### src/rtl/ede_ram.sv
// generic single-write, single-read ram with registered read data
`default_nettype none

module ede_ram #(
    parameter  int WIDTH = 16,
    parameter  int DEPTH = 256,
    localparam int AW    = (DEPTH > 1) ? $clog2(DEPTH) : 1
) (
    input  logic             i_clk,
    input  logic             i_wr_en,
    input  logic [AW-1:0]    i_wr_addr,
    input  logic [WIDTH-1:0] i_wr_data,
    input  logic             i_rd_en,
    input  logic [AW-1:0]    i_rd_addr,
    output logic [WIDTH-1:0] o_rd_data
);

    logic [WIDTH-1:0] r_mem [DEPTH];
    logic [WIDTH-1:0] r_rd_data;

    // write port and registered read port
    always_ff @(posedge i_clk) begin
        if (i_wr_en) begin
            r_mem[i_wr_addr] <= i_wr_data;
        end
        if (i_rd_en) begin
            r_rd_data <= r_mem[i_rd_addr];
        end
    end

    assign o_rd_data = r_rd_data;

endmodule

`default_nettype wire

### config.mk
export PLATFORM = sky130hd
export DESIGN_NAME = ede_ram
export DESIGN_NICKNAME = d
export VERILOG_FILES = /design/src/rtl/ede_ram.sv
export SDC_FILE = /design/constraint.sdc
export NUM_CORES = 2
export LEC_CHECK = 0
export BUFFER_PORTS_ARGS = -buffer_cell sky130_fd_sc_hd__buf_2
export CAP_MARGIN = 0
export CORE_MARGIN = 3
export CORE_UTILIZATION = 42
export CTS_CLUSTER_SIZE = 10
export DETAILED_ROUTE_END_ITERATION = 8
export HOLD_SLACK_MARGIN = 0.1
export PLACE_DENSITY_LB_ADDON = 0.1
export SYNTH_ARGS = -nofsm -noshare
export SYNTH_HDL_FRONTEND = slang
export SYNTH_SLANG_ARGS = --single-unit
export TNS_END_PERCENT = 20
### constraint.sdc
create_clock -name i_clk -period 2.7 [get_ports i_clk]
set_input_delay 0.135 -clock i_clk [delete_from_list [all_inputs] [get_ports i_clk]]
set_output_delay 0.135 -clock i_clk [all_outputs]
set_load 0.01 [all_outputs]
==> reports/qor.txt <==
Status = complete, but fails checks
Violated checks = negative setup slack
Worst reg2reg path startpoint = r_mem[3][13]
Cell internal pwr = 105 mW
Complex-gate fraction of the synthesized area = 3.53%
Slew at the pin with the worst max-slew slack = 1.10 ns
Critical-path top delay cell = sky130_fd_sc_hd__a22oi_1
Routed wire length = 466000 um
CP Launch Type = primary input
Fraction of the yosys area taken by sequential cells = 77.7%
Worst supply voltage drop on vdd = 0.597 mV
Via count of the first global-routing pass = 81500
Crit Path Class = in -> reg
Worst EP required = 3.46 ns
Fill count = 30400
Gr ovfl total = 0
Beginning of the worst hold path = i_wr_data[3]
Rows = 225
Remaining DRCs = 0
Clock buffer depth = 4
Placeable core area = 0.376 mm^2
Layout Skew = 0.0537 ns
Mean instance size in the synthesized netlist = 21.6 um^2
Library cell used as clock root buffer = sky130_fd_sc_hd__clkbuf_16
Crit path top cell by count = sky130_fd_sc_hd__buf_4
Reported max-cap violation count = 0
Setup Slack @ Placement = -1.00 ns
Clock-pin transition on the worst setup and hold timing paths = 0.06 ns
Final setup violation count = 1
Worst hold path stage count = 2
Number of hold violations in the final report = 0
Number of I/O port buffers = 50
Lkg Pwr = 60.4 nW
Final Power = 133 mW
Count of TritonRoute iterations in the first routing pass = 6
Total count of max-transition violations in the final report = 0
Global-route total usage across every layer = 23.9%
Power per cell area = 714 mW/mm^2
Source-to-sink clock delay at the later pin of the worst-skew pair = 0.97 ns
Critical path capture point type = flop
Main combinational cell family by area after synthesis = multiplexers
H-tree depth = 5
Worst min-delay path endpoint = r_mem[231][3]
Reg2Reg Depth = 8
Synthesized Nets = 7395
Post-synthesis to final-layout area growth = 17.7%
Combinational Power Share = 5.9%
Highest Clock Rate = 0.369 GHz
Final GP Congestion = 0.864
Largest fanout on the critical path = 16
Per-cell via count in the routed design = 5.92
R2R Setup Slk = 0 ns
Crit path buffers/inverters = 7
Number of enable flip-flop cells after synthesis = 4112
Clock tree from TritonCTS = built
TritonCTS buffer count = 462
Post-route minimum period = 2.71 ns
Longest individual stage delay on the worst path = 0.72 ns
Number of antenna violations at the first check in global routing = 34
Maximum number of pins on one net before global-route repair = 98
DR vias = 80900
Clock sink total = 4112
Top-level I/O count = 51
Synth Flop Type = sky130_fd_sc_hd__edfxtp_1
Total Nets Final = 8585
Xor and xnor fraction of the mapped netlist area = 0%
Yosys warning count = 0
Chip height = 621 um
Gate Count Post-Synth = 7360
Cell area after placement = 0.174 mm^2
Overall die area = 0.386 mm^2
Least setup slack across all paths after layout = -0.00876 ns
RSZ-0062 raised after global routing = yes
Share of the cycle needed by the critical path after routing = 100%
Layout Cell Area excl Fill = 0.187 mm^2
Net switching power = 28.6 mW
Simple logic cell fraction of the synthesized area = 1.57%
Wire length of the first global-routing pass = 650000 um
Post-route antenna net violation count = 0
Delay-heaviest family, CP = buffers and inverters
Async set or reset register ratio after synthesis = 0%
Terminus of the critical flop-to-flop path = o_rd_data[13]
Hold Crit Class = in -> reg
Area share of fa/ha/maj cells after synthesis = 0%
Drt wl/cell = 34.1 um
Fraction of power consumed by sequential logic = 52.9%
Arrival time at the worst endpoint = 3.47 ns
Post-synth cell types = 51
Post-synthesis sequential element count = 4112
Clock power frac = 41.2%
Detailed Place HPWL = 295000 um
Effective utilization at floorplan = 42.2%
Fraction of layout instances using a drive strength above 1 = 31.5%
Post-synth design cell area = 0.159 mm^2
Critical path, cell by cell = buf_8, buf_12, nand2b_4, buf_4, buf_12, buf_4, buf_4, o221ai_1, buf_4, o32ai_1, a22oi_1, nand4_1, nor4_1
Mux share of post-synthesis cell area = 15.5%
Chip Width = 621 um
Remaining max-slew budget at the tightest pin = 25.8%
DRC violation total after the first TritonRoute iteration = 9213
Switching part of the total power = 21.4%
==> power groups by stage <==
stage,clock [mW],combinational (mW),sequential (mW)
6_report,55.0,7.83,70.5
5_1_grt,58.8,8.21,70.5
4_1_cts,56.3,7.90,70.5
3_5_place_dp,0,7.81,71.8
3_3_place_gp,0,7.72,71.8
2_1_floorplan,0,3.47,71.8
==> how the worst max path moves through the flow <==
stage | to | slack (ns) | from | depth (start not counted)
6_report | o_rd_data[1] | -0.009 | i_rd_addr[1] | 13
3_5_place_dp | o_rd_data[7] | -1.00 | i_rd_addr[0] | 11
4_1_cts | o_rd_data[4] | -0.15 | r_mem[63][4] | 6
5_1_grt | o_rd_data[4] | -0.02 | r_mem[63][4] | 6
3_3_place_gp | o_rd_data[1] | -0.95 | i_rd_addr[1] | 13
2_1_floorplan | o_rd_data[4] | 0.32 | i_rd_addr[0] | 8
==> metrics by stage <==
| step | std cells | hold slack (ns) | setup TNS (ns) | utilization, % |
|---|---|---|---|---|
| after global routing | 13700 | 0.149 | -0.0474 | 49.7 |
| after global placement | 13000 | 0.513 | -11.73 | 46.2 |
| after CTS | 13700 | 0.103 | -0.145 | 49.7 |
| final | 13700 | 0.182 | -0.00876 | 49.7 |
| after detailed placement | 13000 | 0.519 | -11.71 | 46.2 |
| after floorplan | 7360 | 0.234 | 0 | - |
==> registers in the layout, summed over array words and instances (netlist names) <==
name,flops
o_rd_data,16
r_mem,4096
==> cells in the final DEF (no fill, tap or decap), types with 8 or more instances in the layout <==
cell type and n:
sky130_fd_sc_hd__a211oi_1 18, sky130_fd_sc_hd__a21oi_1 174, sky130_fd_sc_hd__a221oi_1 24, sky130_fd_sc_hd__a22o_1 24, sky130_fd_sc_hd__a22oi_1 36, sky130_fd_sc_hd__and3_1 11
sky130_fd_sc_hd__buf_12 174, sky130_fd_sc_hd__buf_2 29, sky130_fd_sc_hd__buf_4 923, sky130_fd_sc_hd__buf_8 17, sky130_fd_sc_hd__clkbuf_1 65, sky130_fd_sc_hd__clkbuf_16 471
sky130_fd_sc_hd__clkinv_1 19, sky130_fd_sc_hd__diode_2 9, sky130_fd_sc_hd__dlygate4sd3_1 32, sky130_fd_sc_hd__edfxtp_1 4112, sky130_fd_sc_hd__mux2_2 88, sky130_fd_sc_hd__mux2i_1 565
sky130_fd_sc_hd__mux4_2 797, sky130_fd_sc_hd__nand2_1 34, sky130_fd_sc_hd__nand3_1 26, sky130_fd_sc_hd__nand3_2 9, sky130_fd_sc_hd__nand4_1 26, sky130_fd_sc_hd__nor2_1 161
sky130_fd_sc_hd__nor2_2 142, sky130_fd_sc_hd__nor2b_1 9, sky130_fd_sc_hd__nor3_1 90, sky130_fd_sc_hd__nor4_1 17, sky130_fd_sc_hd__o21ai_0 37, sky130_fd_sc_hd__o221ai_1 252
sky130_fd_sc_hd__o22ai_1 148, sky130_fd_sc_hd__o31ai_1 14, sky130_fd_sc_hd__o32ai_1 11, sky130_fd_sc_hd__o32ai_2 8
==> cell type report <==
cell class	count	area [um^2]	share of cell area, %
antenna	9	22.5	0.0120
clock buffer	536	12000	6.44
clock inverter	46	548	0.293
inverter	4	27.5	0.0147
multi-input combinational	2792	33400	17.9
sequential	4112	123000	66.1
tap	4994	6250	3.34
timing repair buffer	1178	11200	5.98
==> cells by family (layout without fill, tap and decap cells) <==
| logic type | Yosys count | in the layout |
|---|---|---|
| and+or+nand+nor | 556 | 556 |
| DFF | 4112 | 4112 |
| buffers and inverters | 456 | 1764 |
| AOI/OAI and AO/OA | 786 | 786 |
| other | 0 | 9 |
| muxes | 1450 | 1450 |
==> Yosys cell counts (35+ instances only) <==
cell type,instances,area share (%)
sky130_fd_sc_hd__edfxtp_1,4112,78
sky130_fd_sc_hd__mux4_2,797,11
sky130_fd_sc_hd__mux2i_1,565,3.6
sky130_fd_sc_hd__nor2_1,304,0.72
sky130_fd_sc_hd__o221ai_1,252,1.4
sky130_fd_sc_hd__clkbuf_1,230,0.54
sky130_fd_sc_hd__a21oi_1,175,0.55
sky130_fd_sc_hd__o22ai_1,148,0.58
sky130_fd_sc_hd__nor3_1,92,0.29
sky130_fd_sc_hd__mux2_2,88,0.62
sky130_fd_sc_hd__buf_6,77,0.55
sky130_fd_sc_hd__buf_2,76,0.24
sky130_fd_sc_hd__a22oi_1,43,0.20
sky130_fd_sc_hd__nand2_1,38,0.090
sky130_fd_sc_hd__o21ai_0,37,0.12
sky130_fd_sc_hd__nand3_1,35,0.11
==> timing repair <==
item                                    4_1_cts  5_1_grt
hold buffers                                 32        0
gates resized for setup                      20       20
buffers inserted                              0        0
hold endpoints to repair                   4675        0
endpoints found under the setup margin       11       12
pin swaps                                     1        5
==> per-layer routing <==
metal | global-route usage [%] | part of all wire, % | up-vias
met5 | 0 | 0.013 | -
met4 | 5.89 | 2.7 | 10
met1 | 34.3 | 43 | 43900
li1 | - | - | 33500
met2 | 38.4 | 48 | 2935
met3 | 3.69 | 6.7 | 621
No activity file was read; power rests on OpenSTA's default activity.
